<file path="config.mk">
export PLATFORM = sky130hd
export DESIGN_NAME = npcm_ctrl
export DESIGN_NICKNAME = d
export VERILOG_FILES = /design/src/rtl/npcm_pkg.sv /design/src/rtl/npcm_ctrl.sv
export SDC_FILE = /design/constraint.sdc
export NUM_CORES = 1
export LEC_CHECK = 0
export BUFFER_PORTS_ARGS = -buffer_cell sky130_fd_sc_hd__buf_2
export CELL_PAD_IN_SITES_DETAIL_PLACEMENT = 0
export CELL_PAD_IN_SITES_GLOBAL_PLACEMENT = 1
export CORE_AREA = 2 2 39 41
export DETAILED_ROUTE_END_ITERATION = 10
export DIE_AREA = 0 0 41 43
export PLACE_DENSITY = 0.67
export SKIP_LAST_GASP = 1
export SYNTH_ARGS = -nofsm -noshare
export SYNTH_HDL_FRONTEND = slang
export SYNTH_SLANG_ARGS = --single-unit
export TNS_END_PERCENT = 10
</file>
<file path="constraint.sdc">
create_clock -name i_clk -period 1.8 [get_ports i_clk]
set_clock_uncertainty 0.2 [all_clocks]
set_input_delay 0.09 -clock i_clk [delete_from_list [all_inputs] [get_ports i_clk]]
set_output_delay 0.09 -clock i_clk [all_outputs]
set_load 0.02 [all_outputs]
</file>
<file path="src/rtl/npcm_pkg.sv">
// -----------------------------------------------------------------------------
// npcm_pkg
// Shared widths, codes and control structs for the nearest palette mapper.
// -----------------------------------------------------------------------------
package npcm_pkg;

    // Default sizing, handed to the top level parameters
    localparam int PALETTE_ENTRIES_DEF = 256;
    localparam int MAX_LINE_WIDTH_DEF  = 4096;

    // Fixed field widths
    localparam int OP_W       = 2;
    localparam int WORD_W     = 32;
    localparam int IDX_W      = 8;
    localparam int PEN_W      = 8;
    localparam int CH_W       = 8;
    localparam int MASK_W     = 8;
    localparam int FMT_W      = 2;
    localparam int LW_W       = 13;
    localparam int CFG_IDX_W  = 2;
    localparam int CFG_DATA_W = 13;
    localparam int SQ_W       = 2 * CH_W;
    localparam int ERR_W      = SQ_W + 2;

    // Item operations
    localparam logic [OP_W-1:0] OP_PIXEL  = 2'd0;
    localparam logic [OP_W-1:0] OP_PAL_WR = 2'd1;
    localparam logic [OP_W-1:0] OP_PEN_WR = 2'd2;

    // Pixel formats
    localparam logic [FMT_W-1:0] FMT_CLUT8  = 2'd0;
    localparam logic [FMT_W-1:0] FMT_RGB24  = 2'd1;
    localparam logic [FMT_W-1:0] FMT_ARGB32 = 2'd2;

    // Register indexes
    localparam logic [CFG_IDX_W-1:0] REG_IMAGE_FORMAT = 2'd0;
    localparam logic [CFG_IDX_W-1:0] REG_LINE_WIDTH   = 2'd1;
    localparam logic [CFG_IDX_W-1:0] REG_MASK_ENABLE  = 2'd2;
    localparam logic [CFG_IDX_W-1:0] REG_PEN_REMAP    = 2'd3;

    localparam logic [CH_W-1:0]   OPAQUE_MIN = 8'h80;
    localparam logic [MASK_W-1:0] MASK_MSB   = 8'h80;
    localparam logic [7:0]        ALPHA_FULL = 8'hFF;

    // Controller -> datapath
    typedef struct packed {
        logic load_pixel;
        logic wr_pal;
        logic wr_pen;
        logic fetch;
        logic decode;
        logic issue;
        logic load_out;
    } t_cmd;

    // Datapath -> controller
    typedef struct packed {
        logic is_clut;
        logic last_issue;
        logic pipe_empty;
        logic exact_hit;
    } t_status;

endpackage

</file>
<file path="src/rtl/npcm_ctrl.sv">
// -----------------------------------------------------------------------------
// npcm_ctrl
// Sequencer: item intake, palette scan, pen lookup and result hand-off.
// -----------------------------------------------------------------------------
module npcm_ctrl (
    input  logic                       i_clk,
    input  logic                       i_rst_n,
    input  logic                       i_in_valid,
    input  logic [npcm_pkg::OP_W-1:0]  i_in_op,
    output logic                       o_in_ready,
    output logic                       o_out_valid,
    input  logic                       i_out_ready,
    input  npcm_pkg::t_status          i_status,
    output npcm_pkg::t_cmd             o_cmd
);
    import npcm_pkg::*;

    typedef enum logic [2:0] {
        S_IDLE,
        S_FETCH,
        S_DECODE,
        S_SCAN,
        S_DRAIN,
        S_PEN,
        S_EMIT
    } t_state;

    t_state r_state, n_state;
    logic   r_out_valid, n_out_valid;

    always_comb begin
        o_cmd       = '0;
        n_state     = r_state;
        n_out_valid = r_out_valid && !i_out_ready;
        case (r_state)
            S_IDLE: begin
                if (i_in_valid) begin
                    case (i_in_op)
                        OP_PIXEL: begin
                            o_cmd.load_pixel = 1'b1;
                            n_state = i_status.is_clut ? S_FETCH : S_SCAN;
                        end
                        OP_PAL_WR: o_cmd.wr_pal = 1'b1;
                        OP_PEN_WR: o_cmd.wr_pen = 1'b1;
                        default: ;
                    endcase
                end
            end
            S_FETCH: begin
                o_cmd.fetch = 1'b1;
                n_state     = S_DECODE;
            end
            S_DECODE: begin
                o_cmd.decode = 1'b1;
                n_state      = S_SCAN;
            end
            S_SCAN: begin
                if (i_status.exact_hit) begin
                    n_state = S_PEN;
                end else begin
                    o_cmd.issue = 1'b1;
                    if (i_status.last_issue) begin
                        n_state = S_DRAIN;
                    end
                end
            end
            S_DRAIN: begin
                if (i_status.exact_hit || i_status.pipe_empty) begin
                    n_state = S_PEN;
                end
            end
            S_PEN: n_state = S_EMIT;
            S_EMIT: begin
                // wait for the result register to free up
                if (!r_out_valid || i_out_ready) begin
                    o_cmd.load_out = 1'b1;
                    n_out_valid    = 1'b1;
                    n_state        = S_IDLE;
                end
            end
            default: n_state = S_IDLE;
        endcase
    end

    always_ff @(posedge i_clk) begin
        if (!i_rst_n) begin
            r_state     <= S_IDLE;
            r_out_valid <= 1'b0;
        end else begin
            r_state     <= n_state;
            r_out_valid <= n_out_valid;
        end
    end

    assign o_in_ready  = (r_state == S_IDLE);
    assign o_out_valid = r_out_valid;
endmodule

</file>
### Yosys cells after proc, flatten, opt, wreduce, memory -nomap -nowiden

Index checks and enable logic that the tools add are counted.

| word-level totals | value |
|---|---|
| logic and storage cells | 44 |
| register bits after elaboration | 4 |
| input port bits | 10 |
| output and inout port bits | 9 |

| cells by class | value |
|---|---|
| equality and inequality tests | 13 |
| reductions and logical operators | 8 |
| muxes and demuxes | 21 |

Operators by type and width:

| cell | number |
|---|---|
| 2-to-1 mux 3 bit | 8 |
| case mux 3 bit (7 select lines) | 1 |
| 2-to-1 mux 1 bit | 11 |
| == test 3 bit (second input constant) | 3 |
| == test 3 x 2 -> 1 bit (second input constant) | 2 |
| inequality test 2 bit (second input constant) | 3 |
| AND reduction 5 bit | 1 |
| == test 3 x 1 -> 1 bit (second input constant) | 1 |
| logical NOT 3 bit | 1 |
| inequality test 3 bit (second input constant) | 1 |
| == test 2 x 1 -> 1 bit (second input constant) | 1 |
| == test 2 bit (second input constant) | 1 |
| logical NOT 1 bit | 2 |
| logical NOT 2 bit | 1 |
| logical OR 1 bit | 2 |
| 2-to-1 mux 2 bit | 1 |
| inequality test 2 x 1 -> 1 bit (second input constant) | 1 |
| logical AND 1 bit | 1 |

### Longest topological paths before layout

Gate-level depths: netlist of run 1.

| logic depth | value |
|---|---|
| word-level depth | 4 |
| depth in mapped cells | 5 |

### Worst setup path after synthesis of run 1

Ideal clock, no wire load.

| path | value |
|---|---|
| path kind | flip-flop to output port |
| from | reg r_state[1] |
| to | out o_cmd[5] (netlist bit) |
| path slack | -29 ps |
| buffers on the path | 1 |
| cell stages (with the launch flop) | 5 |
| data arrival time | 1,539 ps |
| path through | dfxtp_1 > buf_2 > nor3_2 > nand2_1 > nor3b_1 |

RTL lines:

| item | RTL line | RTL |
|---|---|---|
| start, declared | npcm_ctrl.sv:28 | `t_state r_state, n_state;` |
| start signal, assigned | npcm_ctrl.sv:90 | `r_state <= n_state;` |
| end, declared | npcm_ctrl.sv:14 | `output npcm_pkg::t_cmd o_cmd` |

==> results.md, run 1 <==
- Final Cell Area: 452 µm²
- Vias: 376
- CTS H-tree depth: 1
- Placed cell area: 400 µm²
- Register area share after synthesis: 26.2%
- PwrDens: 1210 nW/µm²
- Netlist Area Pre-Place: 305 µm²
- Initial antenna violation count: 0
- Min-Delay Endpoint: r_state[1]$_SDFFE_PN0P_
- First drt pass iteration count: 4
- Adder-cell area share of the yosys netlist: 0%
- Worst skew pair latency: 0.24 ns
- CP arrival: 1.38 ns
- # DRC: 0
- Vias in the first global route: 295
- Die span in y: 43 µm
- Int Pwr: 298 µW
- Ys async rst share: 0%
- Distinct cells, synth: 22
- Data required, critical path: 1.51 ns
- CP startpoint kind: flip-flop
- Average routed wire per standard cell: 10.7 µm
- Reg2reg end: r_state[0]$_SDFFE_PN0P_
- Post-Synth XOR/XNOR Area: 0%
- CTS sink cnt: 4
- HP Class: in2reg
- Reg power frac: 31.2%
- Final min period: 1.67 ns
- Largest net degree at the start of global routing: 12
- Worst-margin pin slew: 0.430 ns
- Final core utilization: 32.6%
- Slowest-stage cell, CP: dfxtp_1
- Pre-CTS WS: 0.222 ns
- Compound-Gate Fraction of Synth Area: 25.0%
- Post-synth EDFFs: 0
- I/O pin count: 19
- Clock slew at reported path FFs: 0.04 ns
- Worst Hold Launch: i_status[2]
- Synth top area cells: dfxtp_1 (26%), nor3b_1 (7.4%), o311ai_2 (5.3%), a21oi_1 (4.9%), buf_2 (4.9%)
- Sw Ratio: 45.3%
- R2R setup slack: 0.23 ns
- CP endpoint kind: primary output
- Maximum clock frequency: 598 MHz
- Share of cells above drive strength 1: 40.7%
- Yosys top cell area share: 26.2%
- Clk root buf: clkbuf_4
- Power, Total: 544 µW
- FF+latch count, synth: 4
- Syn nets: 49
- Global-route wire length before repair: 1.21 mm
- Max Buffers Root-to-Sink: 2
- Final setup fails: 0
- Synth warn: 0
- Multiplexer area fraction after synthesis: 0%
- DP Cell Count: 70
- Post-DP HPWL: 602 µm
- Most used flip-flop cell after synthesis: dfxtp_1
- Top cells by count, synth: dfxtp_1 (4), nand2_1 (4)
- Reg2reg start: r_state[2]$_SDFFE_PN0P_
- Die Width: 41 µm
- Core ar.: 1380 µm²
- Synth area leader: dfxtp_1
- Num CTS Buffers: 3
- Setup Buffers After CTS: 0
- Clock share of power: 21.2%
- Slew Limit Headroom: 71.3%
- Mean Syn Cell Area: 7.83 µm²
- Starting Density: 22.1%
- Cells after Synth: 39
- Area Growth Syn to Fin: 48.0%
- Worst vdd ir: 0.622 mV
- RSZ-0062 raised after global routing: false
- Vias/cell: 5.01
- WS Path Type: reg2out
- Final wirelength: 799 µm
- # nets final: 71
- Die Area: 1760 µm²
- Worst Slack Setup Final: 0.129 ns
- DR iter-0 viols: 9
- Status: finished, final reports clean
- CTS tree: done
- Worst Hold Depth: 4
- Total congestion overflow: 0
- Final period util: 92.9%
- Final Hold Violating Endpoints: 0
- Max Slew Vio Count: 0
- Comb power frac: 47.6%
- Fin cells: 75
- Worst hold margin: 0.0290 ns
- Max_cap viols: 0
- Largest stage delay, worst path: 0.40 ns
- P_leak: 0.188 nW
- Final GP Congestion: 0.700
- Psw: 247 µW
- Setup tns final: 0 ns
- Largest family of logic cells by synthesized area: simple AND/OR/NAND/NOR gates
- Gr usage total: 10.2%
- Antenna diode count: 0
- Synth Area in Simple Gates: 41.4%
- Crit-path cells: nor3_2 -> nand2_1 -> nor3b_1 -> buf_2
- R2R cell count: 4
- Critical path fanouts, max: 10
- IO buf count: 18
- Placement row count: 14
- Final ANT Viol Nets: 0
-- cell type report --
class	count	area, µm²
timing repair buffer	20	110
multi-input combinational	30	211
inverter	2	7.51
clock buffer	3	22.5
tap	16	20.0
fill	157	932
sequential	4	80.1
-- power by group through the flow --
stage / registers (mW) / logic, mW / clock network, mW
5_1_grt: 0.174 / 0.286 / 0.124
3_3_place_gp: 0.167 / 0.260 / 0
2_1_floorplan: 0.116 / 0.240 / 0
6_report: 0.170 / 0.259 / 0.116
4_1_cts: 0.169 / 0.259 / 0.118
3_5_place_dp: 0.171 / 0.254 / 0
-- cell usage in the layout (no fill, tap or decap), drive strengths merged --
cell type	n
a211oi	1
a21oi	3
a221o	1
a22o	1
buf	18
clkbuf	3
dfxtp	4
dlygate4sd3	2
inv	2
nand2	4
nand2b	1
nand3b	1
nor2	2
nor2b	1
nor3	4
nor3b	3
nor4	1
nor4b	1
o21ai	2
o311ai	1
o41ai	1
or3	1
or3b	1
-- logic make-up after synthesis --
| family | count (synthesis) |
|---|---|
| and+or+nand+nor | 20 |
| AOI/OAI and AO/OA | 10 |
| DFF | 4 |
| buffers and inverters | 5 |
-- state kept, by name, indices dropped and copies added (netlist names) --
signal       count
r_state          3
o_out_valid      1
-- worst max-delay path, delay by kind of cell (launching register included) --
family        cells  cell delay (ns)
simple gates      3             0.55
flops             1             0.40
buf+inv           1             0.19
-- layer usage --
metal	share of wire (%)	vias to the layer above	GRT usage, %
met4	1.4	0	6.00
met5	0	-	0
met2	43	21	13.4
li1	-	185	-
met3	11	2	4.71
met1	45	168	13.1
-- how the worst max path moves through the flow --
stage / start / end / slack [ns] / depth (start not counted)
floorplan: r_state[1]$_SDFFE_PN0P_ / o_cmd[5] / -0.03 / 4
global placement: r_state[2]$_SDFFE_PN0P_ / r_state[0]$_SDFFE_PN0P_ / 0.25 / 4
detailed placement: r_state[0]$_SDFFE_PN0P_ / r_state[1]$_SDFFE_PN0P_ / 0.22 / 4
CTS: r_state[0]$_SDFFE_PN0P_ / o_cmd[5] / 0.12 / 4
global route: r_state[2]$_SDFFE_PN0P_ / o_cmd[4] / 0.03 / 4
finish: r_state[0]$_SDFFE_PN0P_ / o_cmd[5] / 0.13 / 4
-- repair_timing --
action                                 4_1_cts  5_1_grt
gates resized for setup                      0        1
endpoints found under the hold margin        4        0
setup endpoints to repair                    0        1
hold buffers                                 2        0
No activity file was read; power rests on OpenSTA's default activity.
==> run 2: changes to the inputs <==
--- a/config.mk
+++ b/config.mk
@@ -9,6 +9,7 @@
 export CELL_PAD_IN_SITES_DETAIL_PLACEMENT = 0
 export CELL_PAD_IN_SITES_GLOBAL_PLACEMENT = 1
 export CORE_AREA = 2 2 39 41
+export CTS_CLUSTER_SIZE = 16
 export DETAILED_ROUTE_END_ITERATION = 10
 export DIE_AREA = 0 0 41 43
 export PLACE_DENSITY = 0.67
==> constraint.sdc (replaced) <==
create_clock -name i_clk -period 1.8 [get_ports i_clk]
set_clock_uncertainty 0.2 [all_clocks]
set_input_delay 0.27 -clock i_clk [delete_from_list [all_inputs] [get_ports i_clk]]
set_output_delay 0.27 -clock i_clk [all_outputs]
set_load 0.02 [all_outputs]
==> run 2 against run 1 <==
Net effect: count of clock-buffer cells in the layout unchanged; fmax is 3.9% lower; sequential share of layout area is 0.82 points higher; cell count decreased by 1.3%; global-route usage up 1.8 points; critical path type unchanged.
==> results.md, run 2 (synthesis gave the netlist of run 1 again) <==
- Status: finished, final reports clean
- CTS H-tree depth: 1
- Global-route wire length before repair: 1.45 mm
- Share of cells above drive strength 1: 55.2%
- Slew Limit Headroom: 70.9%
- Commonest non-fill, non-tap cells in the layout: buf_2 (16), nand2_1 (3), a21oi_1 (3), clkbuf_4 (3), buf_4 (3)
- HP Class: in2reg
- Final Hold Violating Endpoints: 0
- DP Cell Count: 71
- Max Buffers Root-to-Sink: 2
- Worst skew pair latency: 0.24 ns
- Setup Buffers After CTS: 0
- Starting Density: 22.1%
- Reg2reg start: r_state[1]$_SDFFE_PN0P_
- PwrDens: 1250 nW/µm²
- WS Path Type: reg2out
- Area Growth Syn to Fin: 52.5%
- RSZ-0062 raised after global routing: true
- IO buf count: 18
- Fin cells: 74
- Final wirelength: 828 µm
- Die Area: 1760 µm²
- Average routed wire per standard cell: 11.2 µm
- Vias: 358
- P_leak: 0.194 nW
- Gr usage total: 12.0%
- Worst vdd ir: 0.432 mV
- Maximum clock frequency: 575 MHz
- Vias/cell: 4.84
- Clk root buf: clkbuf_4
- Clock slew at reported path FFs: 0.04 ns
- Placed cell area: 429 µm²
- Vias in the first global route: 359
- Post-DP HPWL: 645 µm
- Largest net degree at the start of global routing: 11
- Min-Delay Endpoint: r_state[0]$_SDFFE_PN0P_
- Setup tns final: 0 ns
- Total congestion overflow: 0
- Final GP Congestion: 0.723
- Antenna diode count: 0
- R2R cell count: 4
- Worst-margin pin slew: 0.433 ns
- Max Slew Vio Count: 0
- Power, Total: 582 µW
- DR iter-0 viols: 2
- CP arrival: 1.27 ns
- Critical path fanouts, max: 6
- Worst hold margin: 0.119 ns
- Final core utilization: 33.6%
- Reg2reg end: r_state[1]$_SDFFE_PN0P_
- Pre-CTS WS: 0.119 ns
- Die Width: 41 µm
- I/O pin count: 19
- Worst Hold Depth: 3
- Core ar.: 1380 µm²
- Final ANT Viol Nets: 0
- Final Cell Area: 465 µm²
- Num CTS Buffers: 3
- Initial antenna violation count: 0
- Final min period: 1.74 ns
- Final period util: 96.7%
- Worst Hold Launch: i_rst_n
- CTS sink cnt: 4
- CP startpoint kind: flip-flop
- Max FFs per register: 3
- CP endpoint kind: primary output
- # nets final: 70
- Max_cap viols: 0
- Most common cell after layout, fill and taps aside: buf_2
- # DRC: 0
- R2R setup slack: 0.29 ns
- Register bank with the most flops: r_state
- Worst setup path startpoint: r_state[2]$_SDFFE_PN0P_
- CTS tree: done
- Final setup fails: 0
- Placement row count: 14
- Worst Slack Setup Final: 0.0602 ns
- Data required, critical path: 1.33 ns
- Die span in y: 43 µm
- First drt pass iteration count: 3
-- run 2: cell type report --
cell class                      instances  area, µm²
Clock buffer                            3       22.5
Fill cell                             155        918
Inverter                                2       7.51
Multi-Input combinational cell         30        226
Sequential cell                         4       86.3
Tap cell                               16       20.0
Timing Repair Buffer                   19        103
-- run 2: report_power, final --
group / internal (mW) / switching (mW) / leakage, nW
Sequential: 0.122 / 0.0608 / 0.0342
Combinational: 0.125 / 0.160 / 0.146
Clock: 0.0747 / 0.0386 / 0.0138
-- run 2: timing repair --
| item | 4_1_cts | 5_1_grt |
|---|---|---|
| endpoints found under the setup margin | 2 | 2 |
| pin swaps | 0 | 1 |
| gates resized for setup | 3 | 4 |
| hold buffers | 0 | 0 |
-- run 2: worst max-delay path, stage by stage (launching register included) --
cell and delay, ns:
dfxtp_2 0.35, nor3_4 0.22, nand2_2 0.11, nor3b_2 0.19, buf_4 0.16
-- run 2: worst max-delay path by stage --
| stage | endpoint | cells after the start | slack (ns) |
|---|---|---|---|
| 4_1_cts | o_cmd[5] | 4 | 0.02 |
| 3_5_place_dp | r_state[1]$_SDFFE_PN0P_ | 4 | 0.12 |
| 3_3_place_gp | r_state[1]$_SDFFE_PN0P_ | 4 | 0.14 |
| 5_1_grt | o_cmd[5] | 4 | -0.01 |
| 6_report | o_cmd[5] | 4 | 0.06 |
| 2_1_floorplan | o_cmd[5] | 4 | 0.04 |
-- run 2: layer usage --
metal  wire [µm]  vias up  share of wire [%]  GRT usage [%]
met5           0        -                  0              0
met4           0        0                  0           6.00
met3          75        0                9.1           4.71
met2         370       20                 45           16.6
met1         382      155                 46           15.8
li1            -      183                  -              -
